`src/sv/pde_pkg.sv`:
```
// ----------------------------------------------------------------------------
// pde_pkg
// Shared constants for the pixel difference error statistics block.
// ----------------------------------------------------------------------------
package pde_pkg;

  localparam int PIX_W      = 8;
  localparam int SUM_ABS_W  = 30;
  localparam int SUM_SQ_W   = 38;
  localparam int PEAK_NEG_W = 9;

  localparam int CFG_IDX_W  = 1;
  localparam int CFG_DATA_W = 8;

  // register indexes on the configuration port
  localparam logic [CFG_IDX_W-1:0] CFG_DIFF_GAIN      = 1'b0;
  localparam logic [CFG_IDX_W-1:0] CFG_MARK_THRESHOLD = 1'b1;

  localparam logic [PIX_W-1:0] GAIN_RESET   = 8'd10;
  localparam logic [PIX_W-1:0] THRESH_RESET = 8'd10;
  localparam logic [PIX_W-1:0] PIX_MAX      = 8'd255;

  localparam longint unsigned MAX_PIXELS = 64'd4194304;

  // saturation limits: pixel count times the largest term, capped at field width
  localparam longint unsigned ABS_RAW  = 64'd255 * MAX_PIXELS;
  localparam longint unsigned ABS_MASK = (64'd1 << SUM_ABS_W) - 64'd1;
  localparam longint unsigned SQ_RAW   = 64'd65025 * MAX_PIXELS;
  localparam longint unsigned SQ_MASK  = (64'd1 << SUM_SQ_W) - 64'd1;

  localparam logic [SUM_ABS_W-1:0] ABS_LIMIT =
    SUM_ABS_W'((ABS_RAW < ABS_MASK) ? ABS_RAW : ABS_MASK);
  localparam logic [SUM_SQ_W-1:0] SQ_LIMIT =
    SUM_SQ_W'((SQ_RAW < SQ_MASK) ? SQ_RAW : SQ_MASK);

endpackage

```
`src/sv/pde_in_if.sv`:
```
// ----------------------------------------------------------------------------
// pde_in_if
// Pixel pair channel: reference and test gray with an end of frame mark.
// ----------------------------------------------------------------------------
interface pde_in_if;
  logic                      valid;
  logic                      ready;
  logic [pde_pkg::PIX_W-1:0] ref_pixel;
  logic [pde_pkg::PIX_W-1:0] test_pixel;
  logic                      frame_end;

  modport source (output valid, ref_pixel, test_pixel, frame_end, input ready);
  modport sink   (input valid, ref_pixel, test_pixel, frame_end, output ready);
endinterface

```
`src/sv/pde_out_if.sv`:
```
// ----------------------------------------------------------------------------
// pde_out_if
// Result channel: heat and overlay pixels plus running frame statistics.
// ----------------------------------------------------------------------------
interface pde_out_if;
  logic                                  valid;
  logic                                  ready;
  logic [pde_pkg::PIX_W-1:0]             heat_red;
  logic [pde_pkg::PIX_W-1:0]             heat_blue;
  logic [pde_pkg::PIX_W-1:0]             abs_diff;
  logic [pde_pkg::PIX_W-1:0]             overlay_gray;
  logic [pde_pkg::PIX_W-1:0]             overlay_red;
  logic [pde_pkg::SUM_ABS_W-1:0]         sum_abs;
  logic [pde_pkg::SUM_SQ_W-1:0]          sum_sq;
  logic [pde_pkg::PIX_W-1:0]             peak_pos;
  logic signed [pde_pkg::PEAK_NEG_W-1:0] peak_neg;
  logic                                  stats_final;

  modport source (output valid, heat_red, heat_blue, abs_diff, overlay_gray,
                  overlay_red, sum_abs, sum_sq, peak_pos, peak_neg, stats_final,
                  input ready);
  modport sink   (input valid, heat_red, heat_blue, abs_diff, overlay_gray,
                  overlay_red, sum_abs, sum_sq, peak_pos, peak_neg, stats_final,
                  output ready);
endinterface

```
`src/sv/pixel_difference_error_stats.sv`:
```
// ----------------------------------------------------------------------------
// pixel_difference_error_stats
// Per pixel pair: heat map, absolute difference, threshold overlay and frame
// statistics (sum of absolute and squared differences, positive and negative
// peaks). Takes one pixel pair per clock while out_ch is not stalled; each
// result passes an input register and then a result register, with a single
// saturating add per sum between them. The statistics in a result include its
// own pixel and are cleared after the pixel marked frame_end. Configuration
// (gain, threshold) is written on cfg_we; the user must do so only while no
// pixel is in flight; the block does not enforce it. Reset values: 10 for both.
// ----------------------------------------------------------------------------
module pixel_difference_error_stats (
  input  logic                             clk,
  input  logic                             rst_n,
  pde_in_if.sink                           in_ch,
  pde_out_if.source                        out_ch,
  input  logic                             cfg_we,
  input  logic [pde_pkg::CFG_IDX_W-1:0]    cfg_index,
  input  logic [pde_pkg::CFG_DATA_W-1:0]   cfg_wdata
);
  import pde_pkg::*;

  logic [PIX_W-1:0] gain_r, thresh_r;

  // input stage
  logic             s1_valid_r;
  logic [PIX_W-1:0] s1_ref_r, s1_test_r;
  logic             s1_last_r;

  // frame statistics; negative peak kept as a magnitude
  logic [SUM_ABS_W-1:0] abs_total_r, abs_total_nxt;
  logic [SUM_SQ_W-1:0]  sq_total_r, sq_total_nxt;
  logic [PIX_W-1:0]     pos_peak_r, pos_peak_nxt;
  logic [PIX_W-1:0]     neg_mag_r, neg_mag_nxt;

  // result register
  logic                        out_valid_r;
  logic [PIX_W-1:0]            heat_red_r, heat_blue_r, abs_diff_r;
  logic [PIX_W-1:0]            overlay_gray_r, overlay_red_r;
  logic [SUM_ABS_W-1:0]        sum_abs_r;
  logic [SUM_SQ_W-1:0]         sum_sq_r;
  logic [PIX_W-1:0]            peak_pos_r;
  logic signed [PEAK_NEG_W-1:0] peak_neg_r;
  logic                        stats_final_r;

  logic                 out_free, s1_adv, in_xfer;
  logic                 is_neg, is_pos;
  logic [PIX_W-1:0]     ad;
  logic [2*PIX_W-1:0]   heat_prod, sq_term;
  logic [SUM_ABS_W:0]   abs_sum;
  logic [SUM_SQ_W:0]    sq_sum;

  assign out_free    = !out_valid_r || out_ch.ready;
  assign s1_adv      = s1_valid_r && out_free;
  assign in_ch.ready = !s1_valid_r || out_free;
  assign in_xfer     = in_ch.valid && in_ch.ready;

  always_comb begin
    is_neg    = s1_ref_r < s1_test_r;
    is_pos    = s1_ref_r > s1_test_r;
    ad        = is_neg ? (s1_test_r - s1_ref_r) : (s1_ref_r - s1_test_r);
    heat_prod = (2*PIX_W)'(ad) * (2*PIX_W)'(gain_r);
    sq_term   = (2*PIX_W)'(ad) * (2*PIX_W)'(ad);

    abs_sum = {1'b0, abs_total_r} + (SUM_ABS_W + 1)'(ad);
    abs_total_nxt = (abs_sum > {1'b0, ABS_LIMIT}) ? ABS_LIMIT : abs_sum[SUM_ABS_W-1:0];

    sq_sum = {1'b0, sq_total_r} + (SUM_SQ_W + 1)'(sq_term);
    sq_total_nxt = (sq_sum > {1'b0, SQ_LIMIT}) ? SQ_LIMIT : sq_sum[SUM_SQ_W-1:0];

    pos_peak_nxt = (is_pos && ad > pos_peak_r) ? ad : pos_peak_r;
    neg_mag_nxt  = (is_neg && ad > neg_mag_r)  ? ad : neg_mag_r;
  end

  // configuration registers
  always_ff @(posedge clk) begin
    if (!rst_n) begin
      gain_r   <= GAIN_RESET;
      thresh_r <= THRESH_RESET;
    end else if (cfg_we) begin
      case (cfg_index)
        CFG_DIFF_GAIN:      gain_r   <= cfg_wdata;
        CFG_MARK_THRESHOLD: thresh_r <= cfg_wdata;
        default: ;
      endcase
    end
  end

  // input register
  always_ff @(posedge clk) begin
    if (!rst_n) begin
      s1_valid_r <= 1'b0;
    end else if (in_xfer) begin
      s1_valid_r <= 1'b1;
    end else if (out_free) begin
      s1_valid_r <= 1'b0;
    end
  end

  always_ff @(posedge clk) begin
    if (in_xfer) begin
      s1_ref_r  <= in_ch.ref_pixel;
      s1_test_r <= in_ch.test_pixel;
      s1_last_r <= in_ch.frame_end;
    end
  end

  // statistics, cleared after the last pixel of a frame
  always_ff @(posedge clk) begin
    if (!rst_n) begin
      abs_total_r <= '0;
      sq_total_r  <= '0;
      pos_peak_r  <= '0;
      neg_mag_r   <= '0;
    end else if (s1_adv) begin
      if (s1_last_r) begin
        abs_total_r <= '0;
        sq_total_r  <= '0;
        pos_peak_r  <= '0;
        neg_mag_r   <= '0;
      end else begin
        abs_total_r <= abs_total_nxt;
        sq_total_r  <= sq_total_nxt;
        pos_peak_r  <= pos_peak_nxt;
        neg_mag_r   <= neg_mag_nxt;
      end
    end
  end

  // result register
  always_ff @(posedge clk) begin
    if (!rst_n) begin
      out_valid_r <= 1'b0;
    end else if (out_free) begin
      out_valid_r <= s1_valid_r;
    end
  end

  always_ff @(posedge clk) begin
    if (s1_adv) begin
      heat_red_r     <= is_pos ? heat_prod[PIX_W-1:0] : '0;
      heat_blue_r    <= is_neg ? heat_prod[PIX_W-1:0] : '0;
      abs_diff_r     <= ad;
      overlay_gray_r <= s1_ref_r;
      overlay_red_r  <= (ad >= thresh_r) ? PIX_MAX : s1_ref_r;
      sum_abs_r      <= abs_total_nxt;
      sum_sq_r       <= sq_total_nxt;
      peak_pos_r     <= pos_peak_nxt;
      peak_neg_r     <= PEAK_NEG_W'(0) - {1'b0, neg_mag_nxt};
      stats_final_r  <= s1_last_r;
    end
  end

  assign out_ch.valid        = out_valid_r;
  assign out_ch.heat_red     = heat_red_r;
  assign out_ch.heat_blue    = heat_blue_r;
  assign out_ch.abs_diff     = abs_diff_r;
  assign out_ch.overlay_gray = overlay_gray_r;
  assign out_ch.overlay_red  = overlay_red_r;
  assign out_ch.sum_abs      = sum_abs_r;
  assign out_ch.sum_sq       = sum_sq_r;
  assign out_ch.peak_pos     = peak_pos_r;
  assign out_ch.peak_neg     = peak_neg_r;
  assign out_ch.stats_final  = stats_final_r;

endmodule

```
`src/flat_wrapper.sv`:
```
// flat-port wrapper written by rule: the top's interface ports become plain ports
module pixel_difference_error_stats_flat import pde_pkg::*;
  (clk, rst_n, cfg_we, cfg_index, cfg_wdata, in_ch_valid, in_ch_ref_pixel, in_ch_test_pixel, in_ch_frame_end, in_ch_ready, out_ch_valid, out_ch_heat_red, out_ch_heat_blue, out_ch_abs_diff, out_ch_overlay_gray, out_ch_overlay_red, out_ch_sum_abs, out_ch_sum_sq, out_ch_peak_pos, out_ch_peak_neg, out_ch_stats_final, out_ch_ready);
  pde_in_if in_ch_i ();
  pde_out_if out_ch_i ();
  input  logic clk;
  input  logic rst_n;
  input  logic cfg_we;
  input  logic [pde_pkg::CFG_IDX_W-1:0] cfg_index;
  input  logic [pde_pkg::CFG_DATA_W-1:0] cfg_wdata;
  input wire logic [$bits(in_ch_i.valid)-1:0] in_ch_valid;
  input wire logic [$bits(in_ch_i.ref_pixel)-1:0] in_ch_ref_pixel;
  input wire logic [$bits(in_ch_i.test_pixel)-1:0] in_ch_test_pixel;
  input wire logic [$bits(in_ch_i.frame_end)-1:0] in_ch_frame_end;
  output wire logic [$bits(in_ch_i.ready)-1:0] in_ch_ready;
  output wire logic [$bits(out_ch_i.valid)-1:0] out_ch_valid;
  output wire logic [$bits(out_ch_i.heat_red)-1:0] out_ch_heat_red;
  output wire logic [$bits(out_ch_i.heat_blue)-1:0] out_ch_heat_blue;
  output wire logic [$bits(out_ch_i.abs_diff)-1:0] out_ch_abs_diff;
  output wire logic [$bits(out_ch_i.overlay_gray)-1:0] out_ch_overlay_gray;
  output wire logic [$bits(out_ch_i.overlay_red)-1:0] out_ch_overlay_red;
  output wire logic [$bits(out_ch_i.sum_abs)-1:0] out_ch_sum_abs;
  output wire logic [$bits(out_ch_i.sum_sq)-1:0] out_ch_sum_sq;
  output wire logic [$bits(out_ch_i.peak_pos)-1:0] out_ch_peak_pos;
  output wire logic [$bits(out_ch_i.peak_neg)-1:0] out_ch_peak_neg;
  output wire logic [$bits(out_ch_i.stats_final)-1:0] out_ch_stats_final;
  input wire logic [$bits(out_ch_i.ready)-1:0] out_ch_ready;
  assign in_ch_i.valid = in_ch_valid;
  assign in_ch_i.ref_pixel = in_ch_ref_pixel;
  assign in_ch_i.test_pixel = in_ch_test_pixel;
  assign in_ch_i.frame_end = in_ch_frame_end;
  assign in_ch_ready = in_ch_i.ready;
  assign out_ch_valid = out_ch_i.valid;
  assign out_ch_heat_red = out_ch_i.heat_red;
  assign out_ch_heat_blue = out_ch_i.heat_blue;
  assign out_ch_abs_diff = out_ch_i.abs_diff;
  assign out_ch_overlay_gray = out_ch_i.overlay_gray;
  assign out_ch_overlay_red = out_ch_i.overlay_red;
  assign out_ch_sum_abs = out_ch_i.sum_abs;
  assign out_ch_sum_sq = out_ch_i.sum_sq;
  assign out_ch_peak_pos = out_ch_i.peak_pos;
  assign out_ch_peak_neg = out_ch_i.peak_neg;
  assign out_ch_stats_final = out_ch_i.stats_final;
  assign out_ch_i.ready = out_ch_ready;
  pixel_difference_error_stats u_core (.clk(clk), .rst_n(rst_n), .in_ch(in_ch_i), .out_ch(out_ch_i), .cfg_we(cfg_we), .cfg_index(cfg_index), .cfg_wdata(cfg_wdata));
endmodule
```
`config.mk`:
```
export PLATFORM = sky130hd
export DESIGN_NAME = pixel_difference_error_stats_flat
export DESIGN_NICKNAME = d
export VERILOG_FILES = /design/src/sv/pde_pkg.sv /design/src/sv/pde_in_if.sv /design/src/sv/pde_out_if.sv /design/src/sv/pixel_difference_error_stats.sv /design/src/flat_wrapper.sv
export SDC_FILE = /design/constraint.sdc
export NUM_CORES = 1
export LEC_CHECK = 0
export BUFFER_PORTS_ARGS = -buffer_cell sky130_fd_sc_hd__buf_2
export CAP_MARGIN = 20
export CORE_ASPECT_RATIO = 0.8
export CORE_MARGIN = 10
export CORE_UTILIZATION = 62
export CTS_BUF_LIST = sky130_fd_sc_hd__clkbuf_8
export DETAILED_ROUTE_END_ITERATION = 8
export PLACE_DENSITY = 0.83
export SLEW_MARGIN = 20
export SYNTH_ARGS = -nofsm -noshare
export SYNTH_HDL_FRONTEND = slang
export SYNTH_SLANG_ARGS = --single-unit
```
`constraint.sdc`:
```
create_clock -name clk -period 8.7 [get_ports clk]
set_clock_uncertainty 0.1 [all_clocks]
set_input_delay 0.87 -clock clk [delete_from_list [all_inputs] [get_ports clk]]
set_output_delay 0.87 -clock clk [all_outputs]
set_load 0.01 [all_outputs]
```
== After elaboration in Yosys (flattened, before gate mapping) ==
Index checks and enable logic that the tools add are counted.
Storage, ports and cells
  output and inout port bits: 128
  word-level logic and storage cells: 58
  register bits: 245
Cells by class
  magnitude comparators: 7
  mux-type cells: 11
  add/sub/neg operators: 5
  bitwise gates (word level): 1
  reductions and logical operators: 11
  multipliers: 2
Operators with widths (number)
  two-way mux 38 bit: 2
  two-way mux 30 bit: 2
  two-way mux 8 bit: 5
  adder 38 x 16 -> 39 bit: 1
  greater-than comparator 39 x 38 -> 1 bit (second input constant): 1
  adder 30 x 8 -> 31 bit: 1
  greater-than comparator 31 x 30 -> 1 bit (second input constant): 1
  greater-than comparator 8 bit: 3
  multiplier 8 x 8 -> 16 bit: 1
  subtractor 8 bit: 2
  subtractor 1 x 8 -> 9 bit (first input constant): 1
  greater-or-equal comparator 8 bit: 1
  less-than comparator 8 bit: 1
  multiplier 8 x 8 -> 8 bit: 1
  logical AND 1 bit: 4
  AND reduction 2 bit: 2
  logical NOT 1 bit: 2
  logical OR 1 bit: 2
  two-way mux 1 bit: 2
  nonzero test 2 bit: 1
  NOT 1 bit: 1

== Depth between registers and ports, before layout ==
  word-level depth: 7
  depth in mapped cells: 36
  depth with buffers taken out: 31

== Worst setup path before layout ==
Ideal clock, no wire load.
  path type: reg-to-reg
  from: reg u_core.s1_ref_r[0]
  to: reg u_core.sum_sq_r[22], in the netlist u_core.out_ch.sum_sq[22], data pin
  library setup time: 0.270 ns
  period minus slack after synthesis: 7.879 ns
  path slack: 0.821 ns
  data arrival time: 7.509 ns
  cell stages (with the launch flop): 36
  cell sequence: edfxtp_1 inv_1 ha_1 inv_1 fa_1 nand3_1 a21o_1 buf_4 nand2_4 mux2_4 or3_1 o21a_1 xnor2_4 nor2_1 inv_1 fa_1 inv_1 fa_1 fa_1 inv_1 fa_1 inv_1 ha_1 buf_2 and3_1 a221oi_2 and2_1 o21a_2 buf_4 o22ai_1 nor4_1 nand4_1 o211ai_2 buf_6 buf_6 nand3_1
Between the ends
  word-level cells in the longest chain between the ends: 6
  elaborated cells between the ends (all ways): 8
  those cells by class: 3 x add/sub; 1 x mul; 2 x order compare; 2 x mux
Ends and longest elaborated chain
  from (decl): line pixel_difference_error_stats.sv:27  | logic [PIX_W-1:0] s1_ref_r, s1_test_r;
  from (signal assigned): line pixel_difference_error_stats.sv:102  | s1_ref_r <= in_ch.ref_pixel;
  subtractor 8 bit or less-than comparator 8 bit (tied branches): line pixel_difference_error_stats.sv:61, pixel_difference_error_stats.sv:59
  two-way mux 8 bit (*): line pixel_difference_error_stats.sv:61  | ad = is_neg ? (s1_test_r - s1_ref_r) : (s1_ref_r - s1_test_r);
  multiplier 8 x 8 -> 16 bit (*): line pixel_difference_error_stats.sv:63  | sq_term = (2*PIX_W)'(ad) * (2*PIX_W)'(ad);
  adder 38 x 16 -> 39 bit (*): line pixel_difference_error_stats.sv:68  | sq_sum = {1'b0, sq_total_r} + (SUM_SQ_W + 1)'(sq_term);
  greater-than comparator 39 x 38 -> 1 bit: line pixel_difference_error_stats.sv:69  | sq_total_nxt = (sq_sum > {1'b0, SQ_LIMIT}) ? SQ_LIMIT : sq_sum[SUM_SQ_W-1:0];
  two-way mux 38 bit (*): line pixel_difference_error_stats.sv:69
  net u_core.sq_total_nxt[22]: line pixel_difference_error_stats.sv:32  | logic [SUM_SQ_W-1:0] sq_total_r, sq_total_nxt;
  to (signal assigned): line pixel_difference_error_stats.sv:147  | sum_sq_r <= sq_total_nxt;
  to (decl): line pixel_difference_error_stats.sv:41  | logic [SUM_SQ_W-1:0] sum_sq_r;
Mark *: on every way through the listed nets, which the timed path passes. The rest lies on a longest branch.
A chain may end at the register's enable or synchronous reset.

== Worst setup path after layout ==
  from: reg u_core.s1_ref_r[0]
  to: reg u_core.sum_sq_r[4], in the netlist u_core.out_ch.sum_sq[4], data pin
Same word-level chain as after synthesis.

==> results.md <==
* Starting DRT DRC Count at 1,248
* Post-synthesis sequential area ratio at between 40% and 50%
* Main area contributors after synthesis: edfxtp_1 28%, dfxtp_1 13%, ha_1 8.8%
* Max stage delay on crit path at about 530 ps
* Remaining routing DRC violations at 0
* Crit path DAT at 8640 ps
* First-pass DRT Iterations at 5
* Flop-to-flop setup slack at 320 ps
* Synthesized netlist cell count at between 1,500 and 2,000
* Req. time, crit path at about 9000 ps
* Pre-CTS WS at -53.5 ps
* # rows at 51
* Antenna viol nets, final at 0
* Synthesis Warnings at 0
* Layout cell share with drive strength beyond 1 at between 10% and 20%
* Die width at between 150 and 200 um
* Syn avg cell area at around 9.7 um^2
* Peak supply drop at 0.641 mV
* Worst-case clock buffer depth at 3
* Nets at 1,963
* Area of the multi-input gates at 0.00830 mm^2
* CTS tree: done
* Vias in the first global route at around 12,000
* IO Pins at approximately 160
* RSZ-0062 raised after global routing: false
* Drt via density at 5.93
* Crit Path Class: flop to flop
* IO Port Bufs at 158
* Design Area, Final at 0.0175 mm^2
* Grt total ovfl at 0
* Hold_buf cts at 0
* Clock Sinks at 245
* PD cells at 380 mW/mm^2
* Fin crit period at 8380 ps
* Highest fanout seen on the critical path at 10
* Worst-path clk slew at 60 ps
* Worst hold stages at 2
* Cell repeated most along the worst path: inv_1
* Area leader, netlist: edfxtp_1
* R2R depth at 32
* Via count at 12,581
* Post-layout util at 71.6%
* Fillers at 1,814
* Top-area cell type share of the netlist area at around 28%
* Rel. slew slack at 36.5%
* Post-route insts no fill at 2,120
* Leak at approximately 7.5 nW
* Status: finished clean
* GRT Overall Usage at 24.0%
* Final hold violations at 0
* Final Max Slew Viols at 0
* Largest net degree at the start of global routing at between 100 and 150
* CP Capture Type: flop
* Tcrit/Tclk final at 96.3%
* Synthesized area at 0.0155 mm^2
* Initial core utilization at roughly 63%
* Worst skew pair latency at 550 ps
* Final worst slack at roughly 320 ps
* Antenna violations before repair at 1
* DRT Wirelength at 39.0 mm
* Min-delay worst type: flop to flop
* Synth Net Count at 1,797
* Htree depth at 2
* Routed WL per cell at 18.4 um
* GP Congestion at 0.914
* Max-Cap Viols at 0
* Sequential Area at around 0.0063 mm^2
* Setup tns final at 0 ps
* FMAX at 119 MHz
* Crit-path slowest cell: fa_1
* Synth Register Bits at 245
* Inserted Diodes at 0
* Placeable Area at 0.0245 mm^2
* Yosys cell types at 89
* Layout area overhead at 13.0%
* Area after DPL at 0.0167 mm^2
* Post-synth EDFFs at 143
* Async set or reset register ratio after synthesis at 0%
* Die area at between 0.03 and 0.04 mm^2
* DP HPWL at around 28 mm
* Die height at 162 um
* Clock Root Buffer: clkbuf_8
* Inserted Clock Buffers at 39
* Worst Tran Pin Value at around 950 ps
* Final setup vio count at 0
* Placed cell count at 2,041
* First-pass GRT wire length at 63.0 mm
* Setup crit start kind: flop
* Dominant synthesized flop cell: edfxtp_1
-- kinds of logic after synthesis --
| group | synth area share [%] |
|---|---|
| AOI/OAI and AO/OA | 12.8 |
| xor gates and xnor gates | 5.37 |
| adders and majority gates | 15.5 |
| buffers and inverters | 6.34 |
| DFF | 40.8 |
| muxes | 0.605 |
| and+or+nand+nor | 18.6 |
-- critical path: cells and delay by family (launching register included) --
| kind | cells | cell delay, ps |
|---|---|---|
| fa+ha+maj | 7 | 2850 |
| compound gates | 7 | 1930 |
| simple gates | 9 | 1710 |
| buf+inv | 7 | 600 |
| flops | 1 | 430 |
| mux | 1 | 340 |
| xor+xnor | 1 | 210 |
-- layer usage --
layer / global-route usage [%] / part of all wire [%]
met3: 4.57 / 8.3
met4: 6.73 / 1.9
met5: 0 / 0.033
met1: 32.7 / 43
met2: 38.3 / 47
-- synth_stat cells (4+ instances only) --
cell type and instances:
fa_1 52, nand4b_1 6, buf_6 5, o21a_1 12, inv_2 4, mux2i_1 5, nor4_1 11, nand4_1 23
nand2_1 148, o211ai_1 11, o22ai_1 5, a32oi_1 18, a211o_1 7, clkbuf_1 50, o211a_1 5, a2111oi_0 8
buf_4 5, and3_1 39, o41ai_1 9, buf_2 10, xor2_1 26, or2_2 6, a31oi_1 17, inv_1 161
a22oi_1 20, o21ai_0 34, nand2b_1 20, nor3_1 24, a21o_1 20, nand3_1 47, nand3b_1 5, dfxtp_1 102
a21oi_1 67, o21ai_1 4, buf_1 5, edfxtp_1 143, nor2b_1 20, xnor2_1 59, or4_1 10, a31o_2 6
a21boi_0 4, ha_1 109, and2_1 36, nor2_1 160
-- final timing paths --
kind | start | end
hold / removal | u_core.gain_r[7] | u_core.gain_r[7]
setup / recovery | u_core.s1_ref_r[0] | u_core.out_ch.sum_sq[4]
setup reg to reg | u_core.s1_ref_r[0] | u_core.out_ch.sum_sq[4]
hold reg to reg | u_core.gain_r[7] | u_core.gain_r[7]
-- layout by cell type, fill, tap and decap left out, types with 24 or more instances in the layout --
cell,n
edfxtp_1,143
and3_1,39
buf_4,41
inv_1,173
dfxtp_1,102
clkbuf_8,41
a21oi_1,67
nor3_1,24
ha_1,108
xnor2_1,59
xor2_1,26
buf_2,158
nand2_1,147
nor2_1,158
o21ai_0,33
fa_1,52
and2_1,35
nand3_1,47
-- registers in the layout, indices dropped and copies added (netlist names) --
signal / flops
u_core.out_ch.heat_blue: 8
u_core.out_ch.overlay_gray: 8
u_core.s1_ref_r: 8
u_core.s1_last_r: 1
u_core.out_ch.abs_diff: 8
u_core.s1_valid_r: 1
u_core.out_ch.stats_final: 1
u_core.pos_peak_r: 8
u_core.gain_r: 8
u_core.thresh_r: 8
u_core.out_ch.peak_pos: 8
u_core.out_ch.sum_abs: 30
u_core.out_ch.valid: 1
u_core.out_ch.overlay_red: 8
u_core.abs_total_r: 30
u_core.out_ch.peak_neg: 9
u_core.out_ch.heat_red: 8
u_core.neg_mag_r: 8
u_core.s1_test_r: 8
u_core.sq_total_r: 38
u_core.out_ch.sum_sq: 38
-- through the flow --
step	power (mW)	hold WS (ps)
6_report	6.67	354
5_1_grt	7.21	369
4_1_cts	6.50	358
3_5_place_dp	5.50	349
3_3_place_gp	5.39	340
2_1_floorplan	4.39	332
-- power by group --
group          leakage [nW]  total, mW  switching, mW  internal [mW]
Combinational          4.94       4.18           2.46           1.71
Clock                 0.431      0.966          0.467          0.500
Sequential             2.15       1.53         0.0424           1.49
-- area by class of cell --
type / count / area share, %
timing repair buffer: 201 / 6.44
clock inverter: 31 / 1.06
multi-input combinational: 1118 / 47.3
clock buffer: 41 / 3.22
sequential: 245 / 36.1
inverter: 166 / 3.58
tap: 318 / 2.27
-- repair_timing --
item / 4_1_cts / 5_1_grt
gates resized for setup: 2 / 16
setup buffers: 0 / 5
cloned: 0 / 1
setup endpoints to repair: 5 / 66
pin swaps: 0 / 6
No activity file was read; power rests on OpenSTA's default activity.
